## src/design/rle_sprite_pixel_decoder_macros.svh

```systemverilog
// Assertion macros shared by the sprite decoder modules.
`ifndef RLE_SPRITE_PIXEL_DECODER_MACROS_SVH
`define RLE_SPRITE_PIXEL_DECODER_MACROS_SVH

// The consequent holds in the same cycle as the antecedent.
`define RSPD_ASSERT_SAME(lbl, ante, cons) \
   lbl: assert property (@(posedge clock) disable iff (reset) (ante) |-> (cons)) \
      else $error("rspd assertion failed");

// The consequent holds in the cycle after the antecedent.
`define RSPD_ASSERT_NEXT(lbl, ante, cons) \
   lbl: assert property (@(posedge clock) disable iff (reset) (ante) |=> (cons)) \
      else $error("rspd assertion failed");

`endif

```

## src/design/rspd_pkg.sv

```systemverilog
package rspd_pkg;

   localparam int CoordBits = 16;

   localparam logic [7:0] CodeEnd = 8'hFF;
   localparam logic [7:0] CodeRow = 8'hFE;
   localparam logic [7:0] PixFont = 8'h01;
   localparam logic [7:0] PixShadow = 8'h07;

   typedef logic [CoordBits-1:0] coord_type;

   typedef enum logic [1:0] {
      PH_CODE   = 2'd0,
      PH_COUNT  = 2'd1,
      PH_PIXELS = 2'd2
   } phase_type;

   typedef enum logic [2:0] {
      REG_ORIGIN_X     = 3'd0,
      REG_ORIGIN_Y     = 3'd1,
      REG_PROBE_X      = 3'd2,
      REG_PROBE_Y      = 3'd3,
      REG_GLYPH_MODE   = 3'd4,
      REG_FONT_COLOR   = 3'd5,
      REG_SHADOW_COLOR = 3'd6
   } reg_index_type;

   typedef enum logic {
      KIND_PIXEL = 1'b0,
      KIND_END   = 1'b1
   } item_kind_type;

   typedef struct packed {
      logic signed [15:0] origin_x;
      logic signed [15:0] origin_y;
      logic signed [15:0] probe_x;
      logic signed [15:0] probe_y;
      logic               glyph_mode;
      logic [7:0]         font_color;
      logic [7:0]         shadow_color;
   } cfg_type;

   typedef struct packed {
      item_kind_type      item_kind;
      logic signed [15:0] pixel_x;
      logic signed [15:0] pixel_y;
      logic [7:0]         pixel_color;
      logic               probe_hit;
   } result_type;

   // Sign-extends or truncates a 16-bit register value to the coordinate width.
   function automatic coord_type to_coord(logic signed [15:0] v);
      return coord_type'(v);
   endfunction

   // Takes the low 16 bits of a coordinate, zero-extending a narrower one.
   function automatic logic signed [15:0] to_screen(coord_type c);
      return 16'(c);
   endfunction

endpackage

```

## src/design/rspd_decode.sv

```systemverilog
module rspd_decode
   import rspd_pkg::*;
(
   input  logic       clock,
   input  logic       reset,
   input  logic       fire,
   input  logic [7:0] data_byte,
   input  cfg_type    cfg,
   output logic       res_valid,
   output result_type res
);

`include "rle_sprite_pixel_decoder_macros.svh"

   phase_type phase_ff, phase_in;
   coord_type col_ff, col_in;
   coord_type row_ff, row_in;
   logic [7:0] left_ff, left_in;
   logic hit_ff, hit_in;

   coord_type px;
   coord_type py;
   logic probe_match;
   logic [7:0] color;

   always_ff @(posedge clock) begin
      if (reset) begin
         phase_ff <= PH_CODE;
         col_ff <= '0;
         row_ff <= '0;
         left_ff <= '0;
         hit_ff <= 1'b0;
      end else if (fire) begin
         phase_ff <= phase_in;
         col_ff <= col_in;
         row_ff <= row_in;
         left_ff <= left_in;
         hit_ff <= hit_in;
      end
   end

   always_comb begin
      px = to_coord(cfg.origin_x) + col_ff;
      py = to_coord(cfg.origin_y) + row_ff;
      probe_match = (px == to_coord(cfg.probe_x)) && (py == to_coord(cfg.probe_y));
      color = data_byte;
      if (cfg.glyph_mode) begin
         if (data_byte == PixFont) begin
            color = cfg.font_color;
         end else if (data_byte == PixShadow) begin
            color = cfg.shadow_color;
         end
      end
   end

   always_comb begin
      phase_in = phase_ff;
      col_in = col_ff;
      row_in = row_ff;
      left_in = left_ff;
      hit_in = hit_ff;
      res_valid = 1'b0;
      res.item_kind = KIND_PIXEL;
      res.pixel_x = '0;
      res.pixel_y = '0;
      res.pixel_color = '0;
      res.probe_hit = hit_ff;
      case (phase_ff)
         PH_COUNT: begin
            left_in = data_byte;
            phase_in = (data_byte != 8'd0) ? PH_PIXELS : PH_CODE;
         end
         PH_PIXELS: begin
            hit_in = hit_ff | probe_match;
            res_valid = 1'b1;
            res.pixel_x = to_screen(px);
            res.pixel_y = to_screen(py);
            res.pixel_color = color;
            res.probe_hit = hit_ff | probe_match;
            col_in = col_ff + coord_type'(1);
            left_in = left_ff - 8'd1;
            if (left_in == 8'd0) begin
               phase_in = PH_CODE;
            end
         end
         default: begin
            if (data_byte == CodeEnd) begin
               res_valid = 1'b1;
               res.item_kind = KIND_END;
               phase_in = PH_CODE;
               col_in = '0;
               row_in = '0;
               left_in = '0;
               hit_in = 1'b0;
            end else if (data_byte == CodeRow) begin
               col_in = '0;
               row_in = row_ff + coord_type'(1);
               phase_in = PH_CODE;
            end else begin
               col_in = col_ff + coord_type'(data_byte);
               phase_in = PH_COUNT;
            end
         end
      endcase
   end

   `RSPD_ASSERT_SAME(a_pixels_pending, phase_ff == PH_PIXELS, left_ff != 8'd0)
   `RSPD_ASSERT_NEXT(a_end_restarts, fire && res_valid && res.item_kind == KIND_END, phase_ff == PH_CODE && col_ff == '0 && row_ff == '0 && !hit_ff)
   `RSPD_ASSERT_SAME(a_end_zero_fields, res_valid && res.item_kind == KIND_END, res.pixel_x == '0 && res.pixel_y == '0 && res.pixel_color == '0)

endmodule

```

## src/design/rle_sprite_pixel_decoder.sv

```systemverilog
// Bytes are accepted into the input register and decoded there; pixel and end
// results go to the result register. Throughput: one byte per cycle unless a
// full, stalled result register blocks it, set by the single decode stage.
// Reset is synchronous and active high; it restores all configuration
// registers and the decode state to their defaults and empties both registers.
module rle_sprite_pixel_decoder
   import rspd_pkg::*;
(
   input  logic               clock,
   input  logic               reset,
   input  logic               req_valid,
   output logic               req_stall,
   input  logic [7:0]         req_data_byte,
   output logic               rsp_valid,
   input  logic               rsp_stall,
   output logic               rsp_item_kind,
   output logic signed [15:0] rsp_pixel_x,
   output logic signed [15:0] rsp_pixel_y,
   output logic [7:0]         rsp_pixel_color,
   output logic               rsp_probe_hit,
   input  logic               csr_write,
   input  logic [2:0]         csr_index,
   input  logic [15:0]        csr_data
);

`include "rle_sprite_pixel_decoder_macros.svh"

   cfg_type cfg_ff;
   logic in_valid_ff;
   logic [7:0] in_byte_ff;
   logic out_valid_ff, out_valid_in;
   result_type out_ff;

   logic out_free;
   logic advance;
   logic res_valid;
   result_type res;

   always_ff @(posedge clock) begin
      if (reset) begin
         cfg_ff.origin_x <= '0;
         cfg_ff.origin_y <= '0;
         cfg_ff.probe_x <= -16'sd1;
         cfg_ff.probe_y <= -16'sd1;
         cfg_ff.glyph_mode <= 1'b0;
         cfg_ff.font_color <= 8'd1;
         cfg_ff.shadow_color <= 8'd7;
      end else if (csr_write) begin
         case (reg_index_type'(csr_index))
            REG_ORIGIN_X: cfg_ff.origin_x <= csr_data;
            REG_ORIGIN_Y: cfg_ff.origin_y <= csr_data;
            REG_PROBE_X: cfg_ff.probe_x <= csr_data;
            REG_PROBE_Y: cfg_ff.probe_y <= csr_data;
            REG_GLYPH_MODE: cfg_ff.glyph_mode <= csr_data[0];
            REG_FONT_COLOR: cfg_ff.font_color <= csr_data[7:0];
            REG_SHADOW_COLOR: cfg_ff.shadow_color <= csr_data[7:0];
            default: ;
         endcase
      end
   end

   assign out_free = !out_valid_ff || !rsp_stall;
   assign advance = in_valid_ff && out_free;
   assign req_stall = in_valid_ff && !out_free;
   assign out_valid_in = out_free ? (advance && res_valid) : out_valid_ff;

   always_ff @(posedge clock) begin
      if (reset) begin
         in_valid_ff <= 1'b0;
         out_valid_ff <= 1'b0;
      end else begin
         if (!req_stall) begin
            in_valid_ff <= req_valid;
         end
         out_valid_ff <= out_valid_in;
      end
   end

   always_ff @(posedge clock) begin
      if (!req_stall && req_valid) begin
         in_byte_ff <= req_data_byte;
      end
      if (advance && res_valid) begin
         out_ff <= res;
      end
   end

   rspd_decode u_decode (
      .clock     (clock),
      .reset     (reset),
      .fire      (advance),
      .data_byte (in_byte_ff),
      .cfg       (cfg_ff),
      .res_valid (res_valid),
      .res       (res)
   );

   assign rsp_valid = out_valid_ff;
   assign rsp_item_kind = out_ff.item_kind;
   assign rsp_pixel_x = out_ff.pixel_x;
   assign rsp_pixel_y = out_ff.pixel_y;
   assign rsp_pixel_color = out_ff.pixel_color;
   assign rsp_probe_hit = out_ff.probe_hit;

   `RSPD_ASSERT_NEXT(a_held_byte_kept, in_valid_ff && !advance, in_valid_ff && $stable(in_byte_ff))
   `RSPD_ASSERT_NEXT(a_held_result_kept, out_valid_ff && rsp_stall, out_valid_ff && $stable(out_ff))
   `RSPD_ASSERT_SAME(a_stall_only_when_full, req_stall, in_valid_ff && out_valid_ff && rsp_stall)

endmodule

```

## config.mk

```make
export PLATFORM = sky130hd
export DESIGN_NAME = rle_sprite_pixel_decoder
export DESIGN_NICKNAME = d
export VERILOG_FILES = /design/src/design/rspd_pkg.sv /design/src/design/rspd_decode.sv /design/src/design/rle_sprite_pixel_decoder.sv
export VERILOG_INCLUDE_DIRS = /design/src /design/src/design
export SDC_FILE = /design/constraint.sdc
export NUM_CORES = 1
export LEC_CHECK = 0
export BUFFER_PORTS_ARGS = -buffer_cell sky130_fd_sc_hd__buf_2
export CORE_UTILIZATION = 41
export CTS_CLUSTER_DIAMETER = 40
export DETAILED_ROUTE_END_ITERATION = 10
export PLACE_DENSITY = 0.65
export SYNTH_ARGS = -nofsm -noshare
export SYNTH_HDL_FRONTEND = slang
export SYNTH_SLANG_ARGS = --single-unit
export TNS_END_PERCENT = 50
```

## constraint.sdc

```tcl
create_clock -name clock -period 9 [get_ports clock]
set_clock_uncertainty 0.05 [all_clocks]
set_input_delay 0.45 -clock clock [delete_from_list [all_inputs] [get_ports clock]]
set_output_delay 0.45 -clock clock [all_outputs]
set_load 0.02 [all_outputs]
```

======== Word-level counts from Yosys, hierarchy flattened ========
Cells that the tools add are included.
storage, ports and cells
  bits in registers ....................... 176
  input port bits ......................... 32
  output and inout port bits .............. 44
  logic and storage cells ................. 93
cells by class
  $add $sub $neg .......................... 6
  eq/ne operators ......................... 15
  muxes and demuxes ....................... 20
  bitwise operators ....................... 3
  reductions and logical operators ........ 29
operator list
  kind                     number
  $mux W16                 4
  $add A16 B1 Y16 const B  2
  $add A16 B16 Y16         2
  $eq A16 B16 Y1           2
  $mux W8                  4
  $pmux W16 S2             1
  $reduce_and A2 Y1        10
  $add A16 B8 Y16          1
  $eq A8 B8 Y1 const B     2
  $pmux W8 S2              1
  $eq A3 B3 Y1 const B     3
  $eq A8 B1 Y1 const B     1
  $eq A8 B3 Y1 const B     1
  $logic_not A8 Y1         1
  $reduce_bool A8 Y1       1
  $sub A8 B1 Y8 const B    1
  $eq A3 B2 Y1 const B     2
  $mux W2                  3
  $reduce_and A3 Y1        2
  $logic_and A1 B1 Y1      5
  $logic_not A1 Y1         4
  $mux W1                  4
  $pmux W1 S2              2
  $pmux W2 S2              1
  other kinds (11)         13

======== Logic depth before layout (Yosys ltp) ========
Gate-level depths: netlist (run 1).
  depth in word-level cells ............... 6
  gate-level depth with buffers ........... 12
  mapped depth without buffers ............ 11

======== Cells and area by module ========
Synthesis (run 1) repeated with hierarchy kept, for this count alone.
unflattened totals
  cells, all modules ...................... 1,199
  area, all modules ....................... 10,809.1 µm²
modules (own cells, without submodules)
  module                    times used  cells each  area an instance (µm²)
  rspd_decode               1           830         6,004.5
  rle_sprite_pixel_decoder  1           369         4,804.6

======== Least setup slack after synthesis (run 1) ========
Ideal clock, no wire load.
  path type ............................... reg2reg
  start point ............................. reg u_decode.row_ff[0]
  end point ............................... reg out_ff, in the netlist rsp_probe_hit (data pin)
  setup time .............................. 169 ps
  arrival time ............................ 2,965 ps
  data required time ...................... 8,781 ps
  path slack .............................. 5,816 ps
  stages on the path, launching flop included .. 12
  buffers on the path ..................... 1
  clock period less this slack ............ 3,184 ps
  cells stage by stage .................... dfxtp_1 -> ha_1 -> fa_1 -> a21o_1 -> a221o_1 -> buf_6 -> and3_4 -> a2111o_1 -> or4_1 -> nor4_2 -> nand4_1 -> o31ai_1
RTL lines
  element                 RTL line                        text
  from (decl)             rspd_decode.sv:17               coord_type row_ff, row_in;
  from (signal assigned)  rspd_decode.sv:36               row_ff <= row_in;
  to (signal assigned)    rle_sprite_pixel_decoder.sv:84  out_ff <= res;
  to (decl)               rle_sprite_pixel_decoder.sv:32  result_type out_ff;

==> results of run 1 <==
==> critical path: cells and delay by family (launching register included) <==
kind	cells	cell delay (ns)
xor+xnor	1	0.15
simple gates	3	0.55
compound gates	4	1.42
mux	1	0.31
fa+ha+maj	2	0.70
flops	1	0.36
==> synth_stat cells, types with 13 or more instances <==
cell	n
a21o_1	17
nor3_1	25
ha_1	44
nand2b_1	13
edfxtp_1	50
clkbuf_1	43
inv_1	19
nand3b_1	40
o21ai_0	27
dfxtp_1	126
xnor2_1	42
nor2_1	101
and2_1	20
a21oi_1	95
nand4_1	15
xor2_1	37
nand2_1	214
nand3_1	22
==> flip-flops by register name (all words and copies together), names as in the netlist <==
register,cells
rsp_pixel_color,8
rsp_pixel_y,16
u_decode.row_ff,16
in_byte_ff,8
cfg_ff,81
u_decode.col_ff,16
u_decode.hit_ff,1
rsp_valid,1
rsp_pixel_x,16
rsp_item_kind,1
u_decode.phase_ff,2
rsp_probe_hit,1
u_decode.left_ff,8
in_valid_ff,1
==> power by group <==
part / total (mW) / internal (mW) / switching [mW]
Combinational: 0.141 / 0.0549 / 0.0859
Clock: 0.781 / 0.443 / 0.338
Sequential: 0.849 / 0.828 / 0.0212
Total: 1.77 / 1.33 / 0.445
==> worst max-delay path by stage <==
stage | start | end | slack (ns) | cells past startpoint
6_report | u_decode.col_ff[0]$_SDFFE_PP0P_ | rsp_probe_hit$_DFFE_PP_ | 5.28 | 11
2_1_floorplan | u_decode.row_ff[0]$_SDFFE_PP0P_ | rsp_probe_hit$_DFFE_PP_ | 5.82 | 11
3_5_place_dp | u_decode.col_ff[0]$_SDFFE_PP0P_ | rsp_probe_hit$_DFFE_PP_ | 5.37 | 11
3_3_place_gp | u_decode.col_ff[0]$_SDFFE_PP0P_ | rsp_probe_hit$_DFFE_PP_ | 5.51 | 11
5_1_grt | u_decode.col_ff[0]$_SDFFE_PP0P_ | rsp_probe_hit$_DFFE_PP_ | 5.05 | 11
4_1_cts | u_decode.col_ff[0]$_SDFFE_PP0P_ | rsp_probe_hit$_DFFE_PP_ | 5.28 | 11
==> layer usage <==
| layer | vias to the layer above | global-route usage [%] | wire length, µm |
|---|---|---|---|
| met2 | 202 | 36.9 | 12300 |
| met3 | 38 | 3.45 | 1210 |
| li1 | 4061 | - | - |
| met1 | 4009 | 30.5 | 12400 |
| met4 | 0 | 8.03 | 639 |
| met5 | - | 0 | 0 |
==> cell families (layout without fill, tap and decap cells) <==
kind of cell | after synthesis | count (layout) | synth area share [%]
simple gates | 500 | 500 | 24.7
flops | 176 | 176 | 41.7
compound gates | 231 | 231 | 15.7
mux | 7 | 7 | 0.726
buf+inv | 67 | 134 | 2.79
fa+ha+maj | 47 | 47 | 6.33
xor+xnor | 83 | 83 | 8.11
==> final cells by class <==
cell class / instances / area (µm²)
Inverter: 19 / 71.3
Clock buffer: 18 / 429
Tap cell: 313 / 392
Sequential cell: 176 / 4020
Timing Repair Buffer: 83 / 435
Fill cell: 2241 / 12000
Multi-Input combinational cell: 868 / 5360
Clock inverter: 14 / 184
==> results.cfg, run 1 <==
[status]
status = finished, final reports clean

[sta]
hold_viol_final = 0
worst_slew_pin_slew_ns = 1.21
setup_viol = 0
slew_headroom_pct = 18.8
fin_crit_ns = 3.72
fin_hold_ws_ns = 0.126
fmax_mhz = 269
final.setup.tns_ns = 0
worst_slack_ns = 5.28
fin_crit_sh_pct = 41.3
rsz0062_at_grt = false
final_max_slew_viol_count = 0

[place]
placed_cell_area_um2 = 10300
gp_congestion = 0.877
hpwlAfterDp_um = 18700
io_buffers = 75
preCtsSetupSlack_ns = 5.37
dp.cells = 1459

[yosys]
yosys.cell_types.count = 73
synth_edf_count = 50
synth-async-reset-ratio_pct = 0
ys_ff_latch = 176
synth.cell_area_um2 = 9650
synthTopCellsByArea = dfxtp_1, edfxtp_1, nand2_1
yosysWarningCount = 0
yosysTopAreaCell = dfxtp_1
ys_seq_area_share_pct = 41.7
avgSynthCellArea_um2 = 8.68
synth_ff_type = dfxtp_1
syn_inst = 1111
synth_top_area_share_pct = 26.1
syn-num-nets = 1190

[drt]
wl_per_cell_um = 17.8
drtAntennaViolNets = 0
first_pass_iters = 7
route.detailed.drc = 0
vias = 8310
drt_iter0_drc = 552
routed_wl_um = 26500
via_per_inst = 5.57

[die]
dieHeight_um = 155
io_pins = 76
row_count = 55
die_x_um = 155
initial_utilization_pct = 42.2
core-area_um2 = 22800
dieArea_um2 = 24100

[critical_path]
critPathSlowestCell = a211oi_1
rr_endpoint = rsp_probe_hit$_DFFE_PP_
cp.required_ns = 9.22
path_class = reg -> reg
cp_slowest_stage_delay_ns = 0.70
crit_chain = ha_1 > fa_1 > a211oi_2 > o21ai_1 > a211oi_1 > mux2i_1 > nand2_1 > xor2_1 > nor4_1 > nand4_1 > o31ai_1
reg2reg_depth = 11
worst-r2r-setup-slack_ns = 5.28
cp_max_fo = 7
end_kind = register
r2r-start = u_decode.col_ff[0]$_SDFFE_PP0P_
crit_arrival_ns = 3.93
setup.worst_path.start_class = register

[final_layout]
syn_to_final_growth_pct = 12.9
fin_nets = 1244
layout-drive-gt1-share_pct = 11.2
final_util_pct = 47.7
final_common_cell = nand2_1
finalInstanceArea_um2 = 10900
final_cell_mix = nand2_1, dfxtp_1, nor2_1
instances_no_fill = 1491
antenna_cells = 0

[cts]
cts_tree = built
clockRootBuffer = clkbuf_16
cts_hold_buf = 0
path_clk_slew_ns = 0.07
clkLatencyLatePin_ns = 0.44
cts.path.max_buffers = 2
htree_levels = 4
post_cts_buffers = 0
cts_sinks = 176
cts_buffers = 17
cts_resized = 0

[power]
p_leak_nw = 4.14
power_density_nw_per_um2 = 163
ir_drop_mv = 0.111
power_mw = 1.77

[worst_hold_path]
worstHoldPathType = in -> reg
whs_endpoint = in_byte_ff[5]$_DFFE_PP_
worstHoldPathCells = 1
hold_path.startpoint = req_data_byte[5]

[global_routing]
track_usage_pct = 22.7
first_global_vias = 7797
grt-ovfl-total = 0
antenna_found_initial = 0
grt_pass1_wl_um = 42300
grt_max_degree = 82

[job]
maxCapViolations = 0
Power figures use the tool's default switching activity.
==> run 2: changes to the inputs <==
--- a/config.mk
+++ b/config.mk
@@ -10,7 +10,7 @@
 export CORE_UTILIZATION = 41
 export CTS_CLUSTER_DIAMETER = 40
 export DETAILED_ROUTE_END_ITERATION = 10
-export PLACE_DENSITY = 0.65
+export PLACE_DENSITY = 0.67
 export SYNTH_ARGS = -nofsm -noshare
 export SYNTH_HDL_FRONTEND = slang
 export SYNTH_SLANG_ARGS = --single-unit
==> constraint.sdc (replaced) <==
create_clock -name clock -period 3.25 [get_ports clock]
set_clock_uncertainty 0.05 [all_clocks]
set_input_delay 0.1625 -clock clock [delete_from_list [all_inputs] [get_ports clock]]
set_output_delay 0.1625 -clock clock [all_outputs]
set_load 0.02 [all_outputs]
==> results.cfg, run 2 (same netlist as run 1, synthesis figures left out) <==
[status]
status = finished with violations
violations = negative setup slack

[die]
dieArea_um2 = 24100
die_x_um = 155
dieHeight_um = 155
io_pins = 76
core-area_um2 = 22800
row_count = 55
initial_utilization_pct = 42.2

[power]
p_leak_nw = 4.42
power_mw = 4.88
power_density_nw_per_um2 = 427
ir_drop_mv = 0.286

[global_routing]
grt-ovfl-total = 0
antenna_found_initial = 0
first_global_vias = 7918
track_usage_pct = 22.8
grt_max_degree = 115
grt_pass1_wl_um = 42500

[critical_path]
crit_arrival_ns = 3.52
setup.worst_path.start_class = register
r2r-start = u_decode.row_ff[0]$_SDFFE_PP0P_
path_class = reg -> reg
cp_max_fo = 4
cp.required_ns = 3.45
end_kind = register
critPathLaunch = u_decode.row_ff[0]$_SDFFE_PP0P_

[cts]
cts_tree = built
path_clk_slew_ns = 0.07
cts_sinks = 176
clkLatencyLatePin_ns = 0.44
cts_buffers = 17
clockRootBuffer = clkbuf_16
htree_levels = 4
cts.path.max_buffers = 2

[drt]
vias = 8581
routed_wl_um = 26800
first_pass_iters = 5
wl_per_cell_um = 17.3
drtAntennaViolNets = 0
route.detailed.drc = 0
drt_iter0_drc = 642
via_per_inst = 5.55

[sta]
worst_slack_ns = -0.0658
rsz0062_at_grt = true
hold_viol_final = 0
setup_viol = 1
fmax_mhz = 302
fin_crit_sh_pct = 102
final_max_slew_viol_count = 0
final.setup.tns_ns = -0.0658
slew_headroom_pct = 46.3
fin_crit_ns = 3.32
fin_hold_ws_ns = 0.0176
worst_slew_pin_slew_ns = 0.804

[final_layout]
fin_nets = 1300
antenna_cells = 0
syn_to_final_growth_pct = 18.5
instances_no_fill = 1547
top_register = cfg_ff
largest_reg_flops = 81
layout-drive-gt1-share_pct = 15.0
final_cell_mix = nand2_1, dfxtp_1, nor2_1
finalInstanceArea_um2 = 11400
final_util_pct = 50.0
final_common_cell = nand2_1

[worst_hold_path]
worstHoldPathType = in -> reg
hold_path.startpoint = csr_data[15]

[place]
dp.cells = 1498
preCtsSetupSlack_ns = -0.159
io_buffers = 75
gp_congestion = 0.914
hpwlAfterDp_um = 18900
placed_cell_area_um2 = 10600

[job]
maxCapViolations = 0
==> run 2: changes by cell type in the layout (fill, tap and decap cells not counted), moves of 3 or more <==
cell,before,now
dlygate4sd3_1,0,15
clkinv_4,5,1
buf_4,8,46
inv_6,1,4
==> run 2: final cells by class <==
| class | instances | area (µm²) |
|---|---|---|
| fill | 2206 | 11400 |
| clock buffer | 19 | 454 |
| inverter | 19 | 71.3 |
| multi-input combinational | 868 | 5420 |
| timing repair buffer | 139 | 922 |
| tap | 313 | 392 |
| clock inverter | 13 | 143 |
| sequential | 176 | 4030 |
==> run 2: repair_timing <==
item,CTS,global route
setup buffers,2,0
resized for setup,10,6
pin swaps,11,8
hold buffers,15,0
gates cloned,0,0
endpoints found under the hold margin,29,0
setup endpoints to repair,2,2
==> run 2: worst paths after layout <==
check / endpoint / slack [ns] / depth (start not counted)
max: rsp_probe_hit$_DFFE_PP_ / -0.07 / 10
max reg2reg: rsp_probe_hit$_DFFE_PP_ / -0.07 / 10
min: cfg_ff[64]$_SDFFE_PP0P_ / 0.02 / 3
min reg2reg: cfg_ff[14]$_SDFFE_PP0P_ / 0.41 / 2
==> run 2: worst max-delay path: stages (launching register included) <==
cell and delay [ns]:
dfxtp_2 0.34, ha_4 0.16, fa_2 0.33, a21o_1 0.18, a221o_2 0.41, and3_4 0.17, a2111o_1 0.37, or4_4 0.43
nor4_4 0.27, nand4_1 0.16, o31ai_1 0.26
==> run 2: power by group <==
group          switching [mW]  internal, mW  total (mW)
sequential             0.0417          2.29        2.33
combinational           0.265         0.187       0.452
clock                   0.964          1.13        2.09
==> run 2: metal layers <==
metal	track usage (%)	up-vias	routed length, µm	share of wire [%]
li1	-	4163	-	-
met1	30.7	4044	12100	45
met4	8.87	0	805	3.0
met5	0	-	0	0
met3	3.79	51	1750	6.5
met2	36.4	323	12200	45
